### src/ncc_pkg.sv
package ncc_pkg;

  // Operation codes carried on in_tuser
  localparam logic [1:0] OP_BASE = 2'd0;
  localparam logic [1:0] OP_EOS  = 2'd1;
  localparam logic [1:0] OP_READ = 2'd2;

  // Result kinds carried on out_tuser
  localparam logic RES_SEGMENT = 1'b0;
  localparam logic RES_COUNTER = 1'b1;

  // Counter index map
  localparam logic [6:0] DI_BASE   = 7'd4;
  localparam logic [6:0] TRI_BASE  = 7'd20;
  localparam logic [6:0] TOT_BASE  = 7'd84;
  localparam logic [6:0] TOT_END   = 7'd89;

  localparam int MONO_DEPTH = 4;
  localparam int DI_DEPTH   = 16;
  localparam int TRI_DEPTH  = 64;

  // Totals
  localparam logic [2:0] TOT_MONO    = 3'd0;
  localparam logic [2:0] TOT_DI      = 3'd1;
  localparam logic [2:0] TOT_TRI     = 3'd2;
  localparam logic [2:0] TOT_SEG_CNT = 3'd3;
  localparam logic [2:0] TOT_SEG_SUM = 3'd4;

  localparam logic [7:0] CHAR_N_UP = 8'h4E;
  localparam logic [7:0] CHAR_N_LO = 8'h6E;

  // Read source select
  localparam logic [2:0] SEL_MONO = 3'd0;
  localparam logic [2:0] SEL_DI   = 3'd1;
  localparam logic [2:0] SEL_TRI  = 3'd2;
  localparam logic [2:0] SEL_TOT  = 3'd3;
  localparam logic [2:0] SEL_ZERO = 3'd4;

  localparam int VALUE_W    = 64;
  localparam int RES_W      = VALUE_W + 1;
  localparam int OFIFO_DEPTH = 4;
  localparam int LVL_W      = $clog2(OFIFO_DEPTH + 1);

  typedef struct packed {
    logic       valid;
    logic       inc_mono;
    logic       inc_di;
    logic       inc_tri;
    logic       emit;
    logic       rd;
    logic [2:0] rd_sel;
    logic [2:0] tot_idx;
  } s1_ctrl_t;

endpackage

### src/ncc_ofifo.sv
module ncc_ofifo
  import ncc_pkg::*;
#(
  parameter int W     = 65,
  parameter int DEPTH = 4
) (
  input  logic                       clk,
  input  logic                       rst_n,
  input  logic                       push,
  input  logic [W-1:0]               push_data,
  output logic                       pop_valid,
  input  logic                       pop_ready,
  output logic [W-1:0]               pop_data,
  output logic [$clog2(DEPTH+1)-1:0] level
);

  localparam int AW = $clog2(DEPTH);
  localparam int CW = $clog2(DEPTH + 1);

  logic [W-1:0]  buf_r [DEPTH];
  logic [AW-1:0] wr_ptr_r;
  logic [AW-1:0] rd_ptr_r;
  logic [CW-1:0] level_r;
  logic          pop;

  assign pop       = pop_valid && pop_ready;
  assign pop_valid = (level_r != '0);
  assign pop_data  = buf_r[rd_ptr_r];
  assign level     = level_r;

  always_ff @(posedge clk) begin
    if (push) begin
      buf_r[wr_ptr_r] <= push_data;
    end
  end

  always_ff @(posedge clk) begin
    if (!rst_n) begin
      wr_ptr_r <= '0;
      rd_ptr_r <= '0;
      level_r  <= '0;
    end else begin
      if (push) begin
        wr_ptr_r <= wr_ptr_r + AW'(1);
      end
      if (pop) begin
        rd_ptr_r <= rd_ptr_r + AW'(1);
      end
      if (push && !pop) begin
        level_r <= level_r + CW'(1);
      end else if (pop && !push) begin
        level_r <= level_r - CW'(1);
      end
    end
  end

endmodule

### config.mk
export PLATFORM = sky130hd
export DESIGN_NAME = ncc_ofifo
export DESIGN_NICKNAME = d
export VERILOG_FILES = /design/src/ncc_pkg.sv /design/src/ncc_ofifo.sv
export SDC_FILE = /design/constraint.sdc
export NUM_CORES = 1
export LEC_CHECK = 0
export BUFFER_PORTS_ARGS = -buffer_cell sky130_fd_sc_hd__buf_2
export CORE_MARGIN = 2
export CORE_UTILIZATION = 55
export DETAILED_ROUTE_END_ITERATION = 7
export GPL_TIMING_DRIVEN = 0
export PLACE_DENSITY_LB_ADDON = 0.25
export SLEW_MARGIN = 25
export SYNTH_ARGS = -nofsm -noshare
export SYNTH_HDL_FRONTEND = slang
export SYNTH_SLANG_ARGS = --single-unit
### constraint.sdc
create_clock -name clk -period 2.7 [get_ports clk]
set_input_delay 0.27 -clock clk [delete_from_list [all_inputs] [get_ports clk]]
set_output_delay 0.27 -clock clk [all_outputs]
set_load 0.02 [all_outputs]
==> impl_metrics.toml <==
[clock_network]
post_cts_buffers = 0
tritoncts = "done"
clkTransAtPathRegs_ps = 60
cts_made_buffers = 28
postCtsResizedCells = 0
clkSinkCount = 269
root_buffer = "clkbuf_16"
clockBufferDepth = 3
cts_max_level = 1
clk_latency_ps = 530

[global_routing]
grt_pass1_wl_mm = 27.8
grt_overflow = 0
grt_pass1_vias = 5171
grt_start_max_net_pins = 36
groute.usage.overall_pct = 18.7
antenna_found_initial = 0

[run]
maxCapViolCount = 0

[placement]
dpl-instance-area_sq_um = 10900
io_buffers = 137
dp.cells = 751
place_congestion = 0.685
dp_hpwl_mm = 10.1

[drt]
ant_nets = 0
vias = 4705
vias_per_cell = 5.42
route.met2.wl_mm = 9.06
maxUsedRoutingLayer = "met4"
drtIter0Drc = 289
drt_wl_total_mm = 17.3
drc = 0
wl_met3_um = 934
wl_met1_mm = 6.97
drtPass1Iterations = 4
wire_per_inst_um = 20.0

[synth]
avgSynthCellArea_sq_um = 25.9
ys_warn_count = 0
synth_seq_cells = 269
synth_area_sq_um = 9880
synth_cells = 381
synth_cell_type_count = 21
synth_top_area_share_pct = 79.0
ys_top_cells_by_area = "edfxtp_1 79%, mux4_2 15%, dfxtp_1 1.8%"
yosysSeqAreaShare_pct = 80.9
yosys.area.top_type = "edfxtp_1"
syn_nets = 456

[floorplanning]
start_util_pct = 55.6
die_area_sq_um = 19000
row_count = 49
core_sq_um = 17800
die_h_um = 138
dieWidth_um = 138
ioPinCount = 138

[critical_path]
worst-setup-path-type = "reg2out"
end_kind = "primary output"
start_kind = "register"
worstPathMaxFanout = 10
arrival_ps = 2010
worstPathRequired_ps = 2430

[sta]
max_slew_margin_pct = 59.6
setup_viol = 0
min_period_over_period_pct = 84.6
rsz0062_at_grt = "no"
finalHoldViolCount = 0
skew_ps = 24.6
worstMarginPinSlew_ps = 606
slew_viol_final = 0
fin_hold_ws_ps = 50.7
fmax_mhz = 438
period_minus_slack_ps = 2280

[power]
leakagePower_nw = 4.32
powerDensity_nw_per_um2 = 909
vdd_drop_max_mv = 0.702

[finish]
drive_gt1_share_pct = 41.8
design_area_sq_um = 12500
fin_nets = 692
area_growth_pct = 26.6
final_cells = 868
n_fill_cell = 1101
antenna_cells = 0

[status]
status = "finished, final reports clean"

[worst_hold_path]
hold_path.class = "in2reg"
[state kept, by name (all words and copies together) (netlist names), named ones only]
name,flops
rd_ptr_r,2
buf_r,260
wr_ptr_r,2
level,3
[path summary, 6_finish.rpt]
| path | startpoint | slack, ps | depth (start not counted) | endpoint |
|---|---|---|---|---|
| max reg2reg | level[1] | 520 | 7 | level[2] |
| max | register | 420 | 4 | pop_data[21] |
| min | rst_n | 50 | 2 | rd_ptr_r[0] |
| min reg2reg | wr_ptr_r[1] | 580 | 2 | wr_ptr_r[1] |
[area by class of cell]
| type | count | area (sq um) | area share, % |
|---|---|---|---|
| well taps | 229 | 287 | 2.29 |
| clock buffers | 30 | 729 | 5.83 |
| multi-input cells | 95 | 1740 | 13.9 |
| repair buffers | 206 | 1420 | 11.3 |
| flip-flops and latches | 269 | 7990 | 63.9 |
| plain buffers | 14 | 153 | 1.22 |
| clock inverters | 22 | 184 | 1.47 |
| inverters | 3 | 11.3 | 0.0901 |
[cells in the mapped netlist (all sizes together)]
cell / n
a21boi: 1
and2: 9
buf: 13
clkbuf: 1
dfxtp: 9
edfxtp: 260
fa: 1
ha: 5
inv: 3
mux2i: 2
mux4: 65
nor2b: 2
o21ai: 1
o311ai: 1
o31ai: 1
or3: 2
xnor2: 3
xor2: 2
[layout by cell type (no fill, tap or decap), drive strengths merged, types with 2 or more instances in the layout]
master / instances
inv: 3
nor2b: 2
mux4: 65
and2: 9
dfxtp: 9
buf: 154
xnor2: 3
clkbuf: 31
xor2: 2
or3: 2
ha: 5
edfxtp: 260
dlygate4sd3: 65
bufinv: 3
mux2i: 2
clkinv: 17
clkinvlp: 2
[critical path, cell delays in order, from the launching register on]
cell and delay (ps):
dfxtp_1 350, buf_6 230, buf_12 180, mux4_2 530
buf_2 180
[logic make-up after synthesis]
logic type      synth area share [%]
simple gates                   0.823
flops                           80.9
compound gates                 0.342
mux                             15.0
xor+xnor                       0.443
fa+ha+maj                      0.836
buf+inv                         1.66
[per-layer routing]
layer  vias to the layer above  GRT usage, %
met1                      2432          24.3
li1                       2120             -
met4                         0          5.96
met5                         -             0
met3                        32          4.05
met2                       121          32.0
[report_power, final]
| part | switching (mW) | internal (mW) | total [mW] |
|---|---|---|---|
| registers | 0.0832 | 4.82 | 4.90 |
| clock network | 1.47 | 2.23 | 3.70 |
| logic | 1.45 | 1.31 | 2.76 |
[through the flow]
step | total power, mW | setup TNS, ps | util (%) | setup WS, ps
floorplan | 6.94 | 0 | - | 202
CTS | 11.5 | 0 | 70.3 | 373
finish | 11.4 | 0 | 70.3 | 417
detailed placement | 7.71 | 0 | 61.5 | 627
global placement | 7.66 | -251180 | 61.0 | -987
global route | 11.8 | 0 | 70.3 | 323
[what timing repair did]
| item | in CTS | in global routing |
|---|---|---|
| setup endpoints to repair | 0 | 0 |
| hold buffers | 65 | 0 |
| endpoints found under the hold margin | 260 | 0 |
Note: power is estimated with default switching activity, not from simulation.
