<file path="src/ncc_pkg.sv">
package ncc_pkg;

  // Operation codes carried on in_tuser
  localparam logic [1:0] OP_BASE = 2'd0;
  localparam logic [1:0] OP_EOS  = 2'd1;
  localparam logic [1:0] OP_READ = 2'd2;

  // Result kinds carried on out_tuser
  localparam logic RES_SEGMENT = 1'b0;
  localparam logic RES_COUNTER = 1'b1;

  // Counter index map
  localparam logic [6:0] DI_BASE   = 7'd4;
  localparam logic [6:0] TRI_BASE  = 7'd20;
  localparam logic [6:0] TOT_BASE  = 7'd84;
  localparam logic [6:0] TOT_END   = 7'd89;

  localparam int MONO_DEPTH = 4;
  localparam int DI_DEPTH   = 16;
  localparam int TRI_DEPTH  = 64;

  // Totals
  localparam logic [2:0] TOT_MONO    = 3'd0;
  localparam logic [2:0] TOT_DI      = 3'd1;
  localparam logic [2:0] TOT_TRI     = 3'd2;
  localparam logic [2:0] TOT_SEG_CNT = 3'd3;
  localparam logic [2:0] TOT_SEG_SUM = 3'd4;

  localparam logic [7:0] CHAR_N_UP = 8'h4E;
  localparam logic [7:0] CHAR_N_LO = 8'h6E;

  // Read source select
  localparam logic [2:0] SEL_MONO = 3'd0;
  localparam logic [2:0] SEL_DI   = 3'd1;
  localparam logic [2:0] SEL_TRI  = 3'd2;
  localparam logic [2:0] SEL_TOT  = 3'd3;
  localparam logic [2:0] SEL_ZERO = 3'd4;

  localparam int VALUE_W    = 64;
  localparam int RES_W      = VALUE_W + 1;
  localparam int OFIFO_DEPTH = 4;
  localparam int LVL_W      = $clog2(OFIFO_DEPTH + 1);

  typedef struct packed {
    logic       valid;
    logic       inc_mono;
    logic       inc_di;
    logic       inc_tri;
    logic       emit;
    logic       rd;
    logic [2:0] rd_sel;
    logic [2:0] tot_idx;
  } s1_ctrl_t;

endpackage

</file>
<file path="src/ncc_bank.sv">
module ncc_bank
  import ncc_pkg::*;
#(
  parameter int W     = 64,
  parameter int DEPTH = 16
) (
  input  logic                     clk,
  input  logic                     rst_n,
  input  logic [$clog2(DEPTH)-1:0] rd_addr,
  input  logic                     inc,
  output logic [W-1:0]             q
);

  localparam int AW = $clog2(DEPTH);

  logic [W-1:0]  mem [DEPTH];
  logic [W-1:0]  q_r;
  logic [W-1:0]  fwd_val_r;
  logic [AW-1:0] addr_r;
  logic [DEPTH-1:0] vld_r;
  logic          vld_q_r;
  logic          fwd_r;
  logic [W-1:0]  upd;

  // Take the value written at the read edge over stale memory data
  always_comb begin
    if (fwd_r) begin
      q = fwd_val_r;
    end else if (vld_q_r) begin
      q = q_r;
    end else begin
      q = '0;
    end
  end

  assign upd = q + W'(1);

  always_ff @(posedge clk) begin
    q_r <= mem[rd_addr];
    if (inc) begin
      mem[addr_r] <= upd;
    end
  end

  always_ff @(posedge clk) begin
    addr_r    <= rd_addr;
    fwd_val_r <= upd;
  end

  always_ff @(posedge clk) begin
    if (!rst_n) begin
      vld_r   <= '0;
      vld_q_r <= 1'b0;
      fwd_r   <= 1'b0;
    end else begin
      vld_q_r <= vld_r[rd_addr];
      fwd_r   <= inc && (addr_r == rd_addr);
      if (inc) begin
        vld_r[addr_r] <= 1'b1;
      end
    end
  end

endmodule

</file>
<file path="config.mk">
export PLATFORM = sky130hd
export DESIGN_NAME = ncc_bank
export DESIGN_NICKNAME = d
export VERILOG_FILES = /design/src/ncc_pkg.sv /design/src/ncc_bank.sv
export SDC_FILE = /design/constraint.sdc
export NUM_CORES = 1
export LEC_CHECK = 0
export ABC_AREA = 1
export BUFFER_PORTS_ARGS = -buffer_cell sky130_fd_sc_hd__buf_4
export CORE_UTILIZATION = 35
export CTS_CLUSTER_DIAMETER = 40
export DETAILED_ROUTE_END_ITERATION = 8
export PLACE_DENSITY = 0.59
export SETUP_SLACK_MARGIN = 0.2
export SLEW_MARGIN = 25
export SYNTH_ARGS = -nofsm -noshare
export SYNTH_HDL_FRONTEND = slang
export SYNTH_SLANG_ARGS = --single-unit
</file>
<file path="constraint.sdc">
create_clock -name clk -period 7.43 [get_ports clk]
set_input_delay 1.1145 -clock clk [delete_from_list [all_inputs] [get_ports clk]]
set_output_delay 1.1145 -clock clk [all_outputs]
set_load 0.005 [all_outputs]
</file>
==> flow_summary.json <==
{
  "status": "complete, no violations",
  "skew_ps": 25.3,
  "antenna_left": 0,
  "drt-pass1-iter-count": 6,
  "preCtsSetupSlack_ps": 3450,
  "grt_first_pass_wirelength_mm": 204,
  "drv_slew": 0,
  "fin_crit_ps": 3930,
  "ctsResizeCount": 0,
  "crit_type": "reg -> out",
  "layout-area-overhead-vs-synth_pct": 16.4,
  "drt_iter0_drc": 3722,
  "fin_ws_ps": 3500,
  "ctsHtreeMaxLevel": 4,
  "synth_nets": 4019,
  "drc": 0,
  "pwr-share-seq": 0.471,
  "cp.required_ps": 6320,
  "synth-seq-area-share": 0.717,
  "dp_hpwl_mm": 76.6,
  "layout.filler_cells": 12600,
  "cp_top_family": "buffers and inverters",
  "cts_tree": "done",
  "timing.setup.tns_ps": 0,
  "wirelength_mm": 140,
  "p_leak_nw": 18.5,
  "p_int_mw": 12.1,
  "routed-wl-met2_mm": 63.4,
  "syn_avg_cell_area_um2": 11.7,
  "total_power_mw": 15.8,
  "clock_latency_ps": 760,
  "reg2reg_to": "mem[11][32]$_DFFE_PP_",
  "clkPwrFrac": 0.474,
  "synth_area_mm2": 0.0471,
  "finalSetupViolCount": 0,
  "overflow": 0,
  "vias_per_cell": 5.41,
  "cts_buffer_depth": 3,
  "r2r_slack_ps": 3630,
  "io_buffer_count": 70,
  "wl_met3_mm": 12.0,
  "synth-seq-cells": 1174,
  "power_switching_mw": 3.71,
  "wl_per_cell_um": 23.6,
  "crit_path_top_delay_cell": "dfxtp_4",
  "place_congestion": 0.998,
  "grt_max_degree": 226,
  "ys_warn_count": 0,
  "nets": 4059,
  "cts.clk_slew.worst_paths_ps": 50,
  "path_cells": "buf_4 > nand2_1 > nand2_1 > nand2_1 > inv_1 > buf_4",
  "tightest_slew_ps": 1250,
  "synthCells": 4011,
  "antenna_found_initial": 3,
  "hold_violations": 0,
  "path_max_fanout": 55,
  "cts_sinks": 1174,
  "pin_count": 71,
  "critPathCapture": "q[48]",
  "synth_cell_types": 28,
  "design.core.area_mm2": 0.133,
  "start_kind": "flip-flop",
  "cp_num_buf_inv": 3,
  "hold_ws_ps": 465,
  "max_stage_delay_ps": 650,
  "rsz0062_at_grt": "false",
  "peakVddDrop_uv": 207,
  "end_kind": "output port",
  "reg2reg_depth": 10,
  "cts_hold_buf": 0,
  "post_cts_buffers": 0,
  "max-slew-margin-rel": 0.165,
  "mostFrequentLayoutCells": "edfxtp_1 (1024), nor2_1 (735), nand2_1 (628), o21ai_0 (521), o221ai_1 (191)",
  "clock.fmax_ghz": 0.254,
  "powerDensity_mw_per_mm2": 288,
  "top_layer": "met4",
  "path_depth": 6,
  "grt_pass1_vias": 30300,
  "drive_above_1_share": 0.112,
  "cts_buffers": 148,
  "r2r_start": "fwd_r$_SDFF_PN0_",
  "dieArea_mm2": 0.136,
  "via_count": 32100,
  "p_comb_frac": 0.056,
  "cap_viol_max_count": 0,
  "hp-class": "reg -> reg",
  "final_common_cell": "edfxtp_1",
  "initial_utilization": 0.353,
  "grt.total_usage": 0.202,
  "path_common_cell": "nand2_1",
  "wl_met1_mm": 61.2,
  "utilization": 0.411,
  "startpoint": "vld_q_r$_SDFF_PN0_",
  "finalCritPeriodShare": 0.529,
  "p_sw_frac": 0.235,
  "cp.arrival_ps": 2820,
  "fp-row-count": 134,
  "root_buffer": "clkbuf_16",
  "fp.dieW_um": 369,
  "die_h_um": 369
}
-- worst register-to-register path, cell delays in order (launching register included) --
cell and delay (ps):
dfxtp_4 450, inv_4 740, nand3_1 160, nand2_1 160
ha_1 250, inv_1 120, nor2_1 350, nand2_2 220
nor2_2 330, nand2_1 160, xor2_2 570
-- per-stage QoR --
stage	cell area [um^2]	std cells
CTS	54700	5944
detailed placement	49500	5669
finish	54800	5945
global placement	49500	5669
global route	54800	5945
floorplan	47100	4011
-- final cells by class --
type	count	area (um^2)	share of cell area
diodes	1	2.50	0.0000457
multi-input cells	2452	12000	0.218
well taps	1768	2210	0.0404
clock inverters	100	1290	0.0236
flip-flops and latches	1174	33800	0.616
clock buffers	175	3920	0.0715
inverters	139	549	0.0100
repair buffers	136	1090	0.0199
-- power groups by stage --
stage                     sequential, mW  clock, mW  combinational (mW)
after CTS                           7.42       7.56               0.869
after detailed placement            7.55          0               0.867
final                               7.42       7.47               0.875
after floorplan                     7.51          0               0.519
after global routing                7.42       7.83               0.950
after global placement              7.55          0               0.856
-- cell usage after synthesis --
cell type | n | share of area
nor3_1 | 3 | 0.00032
buf_2 | 39 | 0.0041
nor2_4 | 2 | 0.00048
o2111ai_1 | 1 | 0.00019
clkinv_1 | 1 | 0.000080
dfxtp_1 | 150 | 0.064
inv_2 | 5 | 0.00040
o21a_1 | 2 | 0.00032
o21ai_0 | 521 | 0.055
xor2_1 | 32 | 0.0060
buf_6 | 4 | 0.00096
nand4_1 | 16 | 0.0021
buf_1 | 9 | 0.00072
nor2_2 | 24 | 0.0032
a21oi_1 | 2 | 0.00021
ha_1 | 1 | 0.00027
o22ai_1 | 68 | 0.0090
o211ai_1 | 69 | 0.011
edfxtp_1 | 1024 | 0.65
nand2_1 | 628 | 0.050
a22oi_1 | 1 | 0.00016
nor2_1 | 751 | 0.060
o221ai_1 | 191 | 0.036
nand3_1 | 130 | 0.014
nand2_2 | 10 | 0.0013
buf_4 | 11 | 0.0018
inv_1 | 133 | 0.011
clkbuf_1 | 183 | 0.015
-- registers in the layout (all words and copies together), names as in the netlist --
name	cells
addr_r	4
mem	1024
q_r	64
fwd_r	1
vld_q_r	1
fwd_val_r	64
vld_r	16
-- logic make-up (layout without fill, tap and decap cells) --
family	after synthesis	count (layout)	share of synthesized area
xor+xnor	32	32	0.00596
compound gates	855	855	0.112
flops	1174	1174	0.717
buf+inv	385	550	0.0333
other cells	0	1	0
simple gates	1564	1564	0.131
fa+ha+maj	1	1	0.000266
-- worst min path at each step --
stage                                       from                      to  slack [ps]  depth (start not counted)
after floorplan           vld_r[10]$_SDFFE_PN0P_  vld_r[10]$_SDFFE_PN0P_         430                          2
after detailed placement  vld_r[10]$_SDFFE_PN0P_  vld_r[10]$_SDFFE_PN0P_         460                          2
final                     vld_r[10]$_SDFFE_PN0P_  vld_r[10]$_SDFFE_PN0P_         460                          2
after global placement     vld_r[4]$_SDFFE_PN0P_   vld_r[4]$_SDFFE_PN0P_         440                          2
after global routing       vld_r[0]$_SDFFE_PN0P_   vld_r[0]$_SDFFE_PN0P_         500                          1
after CTS                 vld_r[10]$_SDFFE_PN0P_  vld_r[10]$_SDFFE_PN0P_         470                          2
-- routing by layer --
metal / track usage / vias to the layer above
met4: 0.0650 / 0
met3: 0.0453 / 217
met5: 0 / -
met2: 0.309 / 1331
li1: - / 14500
met1: 0.286 / 16100
(Power assumes the default switching activity.)
